File: src/mplf_pkg.sv
package mplf_pkg;

    localparam int LEVEL_W = 5;
    localparam int COUNT_W = 8;
    localparam int LAMP_W  = 8;
    localparam int GROUP_W = 2;
    localparam int TBITS_W = 8;
    localparam int ADDR_W  = 5;
    localparam int DATA_W  = 32;

    typedef logic [LEVEL_W-1:0] t_level;
    typedef logic [COUNT_W-1:0] t_count;

    // Input actions
    localparam logic ACTION_TICK = 1'b0;
    localparam logic ACTION_LOAD = 1'b1;

    // Register indexes (word address)
    localparam logic [2:0] REG_UPPER  = 3'd0;
    localparam logic [2:0] REG_LOWER  = 3'd1;
    localparam logic [2:0] REG_FADE   = 3'd2;
    localparam logic [2:0] REG_MUX    = 3'd3;
    localparam logic [2:0] REG_PAUSED = 3'd4;

    // Register reset values
    localparam t_level RST_UPPER = 5'd16;
    localparam t_level RST_LOWER = 5'd2;
    localparam t_count RST_FADE  = 8'd10;
    localparam t_count RST_MUX   = 8'd20;

    typedef struct packed {
        t_level upper;
        t_level lower;
        t_count fade_period;
        t_count mux_period;
        logic   paused;
    } t_cfg;

    // Port bit that shows a channel: 0-2 on bits 0-2, 3-6 on bits 4-7, 7 on bit 3
    function automatic logic [2:0] port_pos(input int ch);
        logic [2:0] pos;
        if (ch < 3) begin
            pos = 3'(ch);
        end else if (ch < 7) begin
            pos = 3'(ch + 1);
        end else begin
            pos = 3'd3;
        end
        return pos;
    endfunction

endpackage

File: src/multiplexed_pwm_lamp_fader.sv
// Multiplexed PWM lamp fader.
// Path: an input transaction passes the input register, then the result register.
// Throughput: one transaction per cycle while the result is not stalled; the per-group
// fade and PWM compare run in one pass between the two registers.
// Reset (synchronous, active low) clears all lamp state and loads register defaults.
module multiplexed_pwm_lamp_fader #(
    parameter int CHANNELS  = 8,
    parameter int GROUPS    = 3,
    parameter int PWM_STEPS = 16
) (
    input  logic                         i_clk,
    input  logic                         i_rst_n,
    input  logic                         i_in_valid,
    output logic                         o_in_ready,
    input  logic                         i_action,
    input  logic [mplf_pkg::GROUP_W-1:0] i_target_group,
    input  logic [mplf_pkg::TBITS_W-1:0] i_target_bits,
    output logic                         o_out_valid,
    input  logic                         i_out_ready,
    output logic [mplf_pkg::LAMP_W-1:0]  o_lamp_bits,
    output logic [mplf_pkg::GROUP_W-1:0] o_active_group,
    input  logic                         psel,
    input  logic                         penable,
    input  logic                         pwrite,
    input  logic [mplf_pkg::ADDR_W-1:0]  paddr,
    input  logic [mplf_pkg::DATA_W-1:0]  pwdata,
    output logic [mplf_pkg::DATA_W-1:0]  prdata,
    output logic                         pready
);
    import mplf_pkg::*;

    localparam int PHASE_W = $clog2(PWM_STEPS + 2);
    localparam int GW      = (GROUPS > 1) ? $clog2(GROUPS) : 1;

    t_cfg w_cfg;

    // Input stage
    logic               r_in_valid;
    logic               r_in_action;
    logic [GROUP_W-1:0] r_in_group;
    logic [TBITS_W-1:0] r_in_bits;

    // Lamp state
    t_level              r_bright [GROUPS][CHANNELS];
    logic [CHANNELS-1:0] r_target [GROUPS];
    logic [PHASE_W-1:0]  r_phase;
    t_count              r_fade_cnt;
    t_count              r_mux_cnt;
    logic [GW-1:0]       r_group;
    logic [LAMP_W-1:0]   r_lamps;
    logic                r_out_valid;

    logic                w_adv;
    logic                w_tick;
    logic                w_load;
    logic [PHASE_W-1:0]  w_phase_inc;
    logic                w_wrap;
    logic [PHASE_W-1:0]  n_phase;
    t_count              w_fade_inc;
    logic                w_fade;
    t_count              n_fade_cnt;
    t_count              w_mux_inc;
    logic                w_switch;
    logic [GW-1:0]       n_group;
    logic [CHANNELS-1:0] w_lit;
    t_level              w_next_level [CHANNELS];
    logic [LAMP_W-1:0]   w_lamps;

    mplf_apb u_apb (
        .i_clk   (i_clk),
        .i_rst_n (i_rst_n),
        .psel    (psel),
        .penable (penable),
        .pwrite  (pwrite),
        .paddr   (paddr),
        .pwdata  (pwdata),
        .prdata  (prdata),
        .pready  (pready),
        .o_cfg   (w_cfg)
    );

    // Handshake: process the held transaction when the result register is free
    assign w_adv      = r_in_valid && (!r_out_valid || i_out_ready);
    assign o_in_ready = !r_in_valid || w_adv;
    assign w_tick     = w_adv && (r_in_action == ACTION_TICK) && !w_cfg.paused;
    assign w_load     = w_adv && (r_in_action == ACTION_LOAD) &&
                        ((GW + 2)'(r_in_group) < (GW + 2)'(GROUPS));

    // Phase runs 1..PWM_STEPS and counts its wraps
    assign w_phase_inc = r_phase + 1'b1;
    assign w_wrap      = w_phase_inc >= PHASE_W'(PWM_STEPS + 1);
    assign n_phase     = w_wrap ? PHASE_W'(1) : w_phase_inc;
    assign w_fade_inc  = w_wrap ? r_fade_cnt + 1'b1 : r_fade_cnt;
    assign w_fade      = w_fade_inc >= w_cfg.fade_period;
    assign n_fade_cnt  = w_fade ? '0 : w_fade_inc;

    // Group switch every mux period
    assign w_mux_inc = r_mux_cnt + 1'b1;
    assign w_switch  = w_mux_inc == w_cfg.mux_period;
    assign n_group   = (r_group == GW'(GROUPS - 1)) ? '0 : r_group + 1'b1;

    // One compare and fade step per channel of the active group
    for (genvar ch = 0; ch < CHANNELS; ch++) begin : g_chan
        mplf_chan #(
            .PHASE_W (PHASE_W)
        ) u_chan (
            .i_phase  (n_phase),
            .i_level  (r_bright[r_group][ch]),
            .i_target (r_target[r_group][ch]),
            .i_upper  (w_cfg.upper),
            .i_lower  (w_cfg.lower),
            .o_lit    (w_lit[ch]),
            .o_level  (w_next_level[ch])
        );
    end

    // Map channels onto the port pattern
    always_comb begin
        w_lamps = '0;
        for (int ch = 0; ch < CHANNELS; ch++) begin
            if (ch < LAMP_W) begin
                w_lamps[port_pos(ch)] = w_lit[ch];
            end
        end
    end

    // Input register
    always_ff @(posedge i_clk) begin
        if (!i_rst_n) begin
            r_in_valid <= 1'b0;
        end else if (o_in_ready) begin
            r_in_valid <= i_in_valid;
        end
    end

    always_ff @(posedge i_clk) begin
        if (o_in_ready && i_in_valid) begin
            r_in_action <= i_action;
            r_in_group  <= i_target_group;
            r_in_bits   <= i_target_bits;
        end
    end

    // Advance counters, group and lamp levels on a tick
    always_ff @(posedge i_clk) begin
        if (!i_rst_n) begin
            r_phase    <= '0;
            r_fade_cnt <= '0;
            r_mux_cnt  <= '0;
            r_group    <= '0;
            r_lamps    <= '0;
            for (int g = 0; g < GROUPS; g++) begin
                for (int ch = 0; ch < CHANNELS; ch++) begin
                    r_bright[g][ch] <= '0;
                end
            end
        end else if (w_tick) begin
            r_phase    <= n_phase;
            r_fade_cnt <= n_fade_cnt;
            r_mux_cnt  <= w_switch ? '0 : w_mux_inc;
            r_group    <= w_switch ? n_group : r_group;
            r_lamps    <= w_switch ? '0 : w_lamps;
            if (w_fade) begin
                for (int ch = 0; ch < CHANNELS; ch++) begin
                    r_bright[r_group][ch] <= w_next_level[ch];
                end
            end
        end
    end

    // Load targets of one group
    always_ff @(posedge i_clk) begin
        if (!i_rst_n) begin
            for (int g = 0; g < GROUPS; g++) begin
                r_target[g] <= '0;
            end
        end else if (w_load) begin
            for (int ch = 0; ch < CHANNELS; ch++) begin
                r_target[GW'(r_in_group)][ch] <= (ch < TBITS_W) ? r_in_bits[3'(ch)] : 1'b0;
            end
        end
    end

    // Result register valid
    always_ff @(posedge i_clk) begin
        if (!i_rst_n) begin
            r_out_valid <= 1'b0;
        end else if (w_adv) begin
            r_out_valid <= 1'b1;
        end else if (i_out_ready) begin
            r_out_valid <= 1'b0;
        end
    end

    assign o_out_valid    = r_out_valid;
    assign o_lamp_bits    = r_lamps;
    assign o_active_group = GROUP_W'(r_group);

endmodule

File: src/mplf_chan.sv
module mplf_chan #(
    parameter int PHASE_W = 5
) (
    input  logic [PHASE_W-1:0] i_phase,
    input  mplf_pkg::t_level   i_level,
    input  logic               i_target,
    input  mplf_pkg::t_level   i_upper,
    input  mplf_pkg::t_level   i_lower,
    output logic               o_lit,
    output mplf_pkg::t_level   o_level
);
    import mplf_pkg::*;

    localparam int CMP_W = (PHASE_W > LEVEL_W) ? PHASE_W : LEVEL_W;

    // Light while the phase is below the level
    assign o_lit = CMP_W'(i_phase) < CMP_W'(i_level);

    // Step toward the upper limit when on, down to the floor when off
    always_comb begin
        if (i_target) begin
            o_level = (i_level < i_upper) ? i_level + 1'b1 : i_level;
        end else begin
            o_level = (i_level > i_lower) ? i_level - 1'b1 : i_lower;
        end
    end

endmodule

File: src/mplf_apb.sv
module mplf_apb (
    input  logic                        i_clk,
    input  logic                        i_rst_n,
    input  logic                        psel,
    input  logic                        penable,
    input  logic                        pwrite,
    input  logic [mplf_pkg::ADDR_W-1:0] paddr,
    input  logic [mplf_pkg::DATA_W-1:0] pwdata,
    output logic [mplf_pkg::DATA_W-1:0] prdata,
    output logic                        pready,
    output mplf_pkg::t_cfg              o_cfg
);
    import mplf_pkg::*;

    t_cfg       r_cfg;
    logic       w_wr;
    logic [2:0] w_idx;

    assign pready = 1'b1;
    assign w_idx  = paddr[4:2];
    assign w_wr   = psel && penable && pwrite && pready;
    assign o_cfg  = r_cfg;

    // Write the addressed register in the access cycle
    always_ff @(posedge i_clk) begin
        if (!i_rst_n) begin
            r_cfg.upper       <= RST_UPPER;
            r_cfg.lower       <= RST_LOWER;
            r_cfg.fade_period <= RST_FADE;
            r_cfg.mux_period  <= RST_MUX;
            r_cfg.paused      <= 1'b0;
        end else if (w_wr) begin
            unique case (w_idx)
                REG_UPPER:  r_cfg.upper       <= pwdata[LEVEL_W-1:0];
                REG_LOWER:  r_cfg.lower       <= pwdata[LEVEL_W-1:0];
                REG_FADE:   r_cfg.fade_period <= pwdata[COUNT_W-1:0];
                REG_MUX:    r_cfg.mux_period  <= pwdata[COUNT_W-1:0];
                REG_PAUSED: r_cfg.paused      <= pwdata[0];
                default: ;
            endcase
        end
    end

    // Read back
    always_comb begin
        unique case (w_idx)
            REG_UPPER:  prdata = DATA_W'(r_cfg.upper);
            REG_LOWER:  prdata = DATA_W'(r_cfg.lower);
            REG_FADE:   prdata = DATA_W'(r_cfg.fade_period);
            REG_MUX:    prdata = DATA_W'(r_cfg.mux_period);
            REG_PAUSED: prdata = DATA_W'(r_cfg.paused);
            default:    prdata = '0;
        endcase
    end

endmodule

File: config.mk
export PLATFORM = sky130hd
export DESIGN_NAME = multiplexed_pwm_lamp_fader
export DESIGN_NICKNAME = d
export VERILOG_FILES = /design/src/mplf_pkg.sv /design/src/multiplexed_pwm_lamp_fader.sv /design/src/mplf_chan.sv /design/src/mplf_apb.sv
export SDC_FILE = /design/constraint.sdc
export NUM_CORES = 1
export LEC_CHECK = 0
export ABC_AREA = 1
export BUFFER_PORTS_ARGS = -buffer_cell sky130_fd_sc_hd__clkbuf_2
export CAP_MARGIN = 15
export CELL_PAD_IN_SITES_DETAIL_PLACEMENT = 1
export CELL_PAD_IN_SITES_GLOBAL_PLACEMENT = 2
export CORE_UTILIZATION = 35
export CTS_BUF_LIST = sky130_fd_sc_hd__clkbuf_8
export DETAILED_ROUTE_END_ITERATION = 16
export GPL_ROUTABILITY_DRIVEN = 1
export PLACE_DENSITY_LB_ADDON = 0.2
export SKIP_LAST_GASP = 1
export SLEW_MARGIN = 20
export SYNTH_ARGS = -nofsm -noshare
export SYNTH_HDL_FRONTEND = slang
export SYNTH_SLANG_ARGS = --single-unit
export TNS_END_PERCENT = 10
File: constraint.sdc
create_clock -name i_clk -period 5.4 [get_ports i_clk]
set_clock_uncertainty 0.1 [all_clocks]
set_input_delay 0.27 -clock i_clk [delete_from_list [all_inputs] [get_ports i_clk]]
set_output_delay 0.27 -clock i_clk [all_outputs]
set_load 0.03 [all_outputs]
==> results.md <==
* CTS tree: done
* Critical Path RT at about 5.8 ns
* First-pass iteration count of the detailed router at 5
* Leakage component of the power at 7.30 nW
* Number of instances in the synthesized netlist at approximately 1800
* Period utilization at 77.2%
* Number of standard cells in the final layout excluding fillers at 2520
* Psw at 1.25 mW
* Number of antenna violations at the first check in global routing at 0
* Clock buffer count from CTS at 46
* Actual transition at the worst max-transition pin at 1.06 ns
* Normalized max-slew margin at 29.5%
* PostCTS Resize Cnt at 0
* First-pass GRT wire length at roughly 74 mm
* Fraction of power consumed by combinational cells at 12.9%
* GP Congestion at 0.794
* Number of hold buffers added after cts at 22
* Worst hold slack at 0.0818 ns
* Finished layout cell area at 16900 um2
* Status: finished clean
* Critical Path Source: r_phase[0]$_SDFFE_PN0P_
* Min-delay worst type: in2reg
* Clock transition at path regs at 0.06 ns
* Final antenna diode count at 0
* Share of power burned in registers at 48.1%
* Total global routing overflow at 0
* Detailed Route WL at about 47 mm
* End-of-flow core utilization at 39.9%
* Count of input and output buffers at 44
* Cell area reported after detailed placement at 15800 um2
* Fraction of final layout cells with drive strength greater than 1 at 11.4%
* Post-synthesis sequential area ratio at between 40 and 50%
* Total number of vias at 12700
* Width of the die at approximately 210 um
* End of the worst register-to-register path: r_bright[1][25]$_SDFFCE_PN0P_
* Setup Viol. Count Final at 0
* Commonest cells after routing, fill and taps aside: sky130_fd_sc_hd__nand2_1 (456), sky130_fd_sc_hd__nor2_1 (213), sky130_fd_sc_hd__edfxtp_1 (183)
* Class of the most critical setup path: reg2reg
* Worst Slack Setup Final at 1.23 ns
* Total routing usage reported by global routing at 21.9%
* Total instance count after detailed placement at 2413
* Number of setup buffers added after CTS at 0
* Total power draw at approximately 4.4 mW
* Power density over the cells at 258 nW/um2
* WL per Instance at 18.6 um
* Pin count of the biggest net entering global routing at 87
* Sinks on the clock net at about 250
* Largest fanout on the critical path at 33
* Post-synthesis instance area at 15100 um2
* Clock Latency Late Sink at 0.62 ns
* Relative area change from synthesis to final layout at 11.6%
* Die Span Y at 210 um
* Data arrival at the endpoint of the critical path at 4.52 ns
* Num ports at 100
* Syn avg cell area at around 8.3 um2
* Number of global-route vias before repair at 13400
* #FFs+latches synth at 245
* Nature of the critical path startpoint: flip-flop
* Maximum buffer depth of the clock tree at 3
* Worst reg2reg setup slack at 1.23 ns
* Cell depth of the worst min-delay path at 4
* Detailed-placement wirelength estimate at approximately 31 mm
* Reported max-cap violation count at 0
* Depth of the most critical reg-to-reg path at 18
* Reg2reg start: r_phase[0]$_SDFFE_PN0P_
* Initial drt markers at 419
* Final count of hold timing violations at 0
* Most frequent standard cell in the layout excluding fill and tap cells: sky130_fd_sc_hd__nand2_1
* Post-Route Setup TNS at 0 ns
* Cell variety after synth at 51
* Max frequency at between 200 and 250 MHz
* Row count at 75
* Fin. max-slew vios at 0
* Setup WS pre-CTS at 1.19 ns
* Starting density of the core at 35.8%
* Yosys warns at 0
* Clock period minus worst slack at 4.17 ns
* # H-tree levels at 2
* DRC violation count after routing at 0
* Setup repair after global routing missed its margin: no
* Number of inserted filler cells in the final layout at ~5100
* Type of element capturing the critical path: flip-flop
* Vias per Instance at 5.05
* Total die area at 44100 um2
* Final Net Count at 2073
* Area inside the core boundary at 42300 um2
* Worst ir drop on vdd at 0.000182 V
* Clock Power Share at 39.0%
* Sw Share at around 29%
* Residual antenna-violating net count after detailed routing at 0
* Internal portion of total power at 3.10 mW
* Critical Path Sink: r_bright[1][25]$_SDFFCE_PN0P_
* CTS Root Cell: sky130_fd_sc_hd__clkbuf_8
## critical path, cell delays in order (launching register included)
cell and delay [ns]:
sky130_fd_sc_hd__dfxtp_1 0.37, sky130_fd_sc_hd__ha_1 0.21, sky130_fd_sc_hd__nand3_1 0.11, sky130_fd_sc_hd__xnor2_1 0.28, sky130_fd_sc_hd__nand2_1 0.28, sky130_fd_sc_hd__inv_2 0.27, sky130_fd_sc_hd__nand2_1 0.07, sky130_fd_sc_hd__o21ai_0 0.07
sky130_fd_sc_hd__inv_1 0.08, sky130_fd_sc_hd__ha_1 0.29, sky130_fd_sc_hd__nand2_1 0.07, sky130_fd_sc_hd__nor2_1 0.15, sky130_fd_sc_hd__nand4_1 0.10, sky130_fd_sc_hd__nand3_1 0.13, sky130_fd_sc_hd__nand3_2 0.29, sky130_fd_sc_hd__inv_2 0.25
sky130_fd_sc_hd__nand2_1 0.24, sky130_fd_sc_hd__buf_4 0.36, sky130_fd_sc_hd__nor3_1 0.23
## power groups by stage
stage / Clock (mW) / Combinational [mW] / Sequential (mW)
finish: 1.70 / 0.560 / 2.09
global route: 1.83 / 0.633 / 2.10
CTS: 1.75 / 0.565 / 2.09
detailed placement: 0 / 0.551 / 2.13
global placement: 0 / 0.534 / 2.13
floorplan: 0 / 0.387 / 2.13
## cells in the mapped netlist, drive strengths merged
cell | count | share of area (%)
xnor2 | 10 | 0.58
nand3 | 138 | 4.9
buf | 59 | 3.2
a21boi | 1 | 0.050
a21oi | 132 | 4.5
o21ai | 98 | 3.3
nor2 | 217 | 5.5
edfxtp | 183 | 36
o21a | 4 | 0.20
clkbuf | 27 | 0.67
or2 | 9 | 0.37
conb | 2 | 0.050
nand4 | 23 | 0.95
o211ai | 27 | 1.6
dfxtp | 62 | 8.2
ha | 112 | 9.3
o22ai | 3 | 0.12
nor3 | 16 | 0.80
nand3b | 7 | 0.35
o31ai | 1 | 0.050
a211oi | 3 | 0.15
a32oi | 4 | 0.38
nand2 | 486 | 13
clkinv | 3 | 0.091
xor2 | 9 | 0.52
o2111ai | 4 | 0.23
inv | 180 | 4.5
a22oi | 8 | 0.52
## metal layers
layer / global-route usage, % / vias up / part of all wire, %
met5: 0 / - / 0
met4: 5.91 / 0 / 2.1
met3: 3.69 / 68 / 3.5
met2: 38.9 / 181 / 49
met1: 27.4 / 6217 / 46
li1: - / 6251 / -
## how the worst min path moves through the flow
| stage | start | end | slack, ns |
|---|---|---|---|
| CTS | penable | u_apb.o_cfg[2]$_SDFFE_PN0P_ | 0.04 |
| finish | penable | u_apb.o_cfg[2]$_SDFFE_PN0P_ | 0.08 |
| global route | penable | u_apb.o_cfg[2]$_SDFFE_PN0P_ | 0.11 |
| global placement | r_in_bits[3]$_DFFE_PP_ | r_target[3][3]$_DFFE_PP_ | 0.33 |
| detailed placement | r_in_bits[3]$_DFFE_PP_ | r_target[3][3]$_DFFE_PP_ | 0.34 |
| floorplan | i_action | r_in_action$_DFFE_PP_ | 0.27 |
## flip-flops by register name, indices dropped and copies added (netlist names), 2 cells and up, named ones only
register and cells:
r_in_bits 4, r_mux_cnt 8, r_bright 160, o_active_group 2
r_target 16, r_fade_cnt 8, r_in_group 2, o_lamp_bits 8
u_apb.o_cfg 27, r_phase 5
## logic make-up (layout without fill, tap and decap cells)
| logic type | after synthesis | in the layout | synth area share [%] |
|---|---|---|---|
| AO/OA/AOI/OAI | 285 | 285 | 11.1 |
| buffers and inverters | 269 | 357 | 8.46 |
| flip-flops | 245 | 245 | 44.5 |
| other | 2 | 29 | 0.0496 |
| XOR/XNOR | 19 | 19 | 1.10 |
| AND/OR/NAND/NOR | 896 | 896 | 25.5 |
| adder cells (fa/ha/maj) | 112 | 112 | 9.26 |
## layout make-up
| type | count | area [um2] | area share (%) |
|---|---|---|---|
| well taps | 577 | 722 | 4.27 |
| inverters | 183 | 694 | 4.11 |
| clock inverters | 38 | 183 | 1.08 |
| repair buffers | 89 | 663 | 3.93 |
| flip-flops and latches | 245 | 6740 | 39.9 |
| clock buffers | 47 | 647 | 3.83 |
| multi-input cells | 1341 | 7240 | 42.9 |
(Power assumes the default switching activity.)
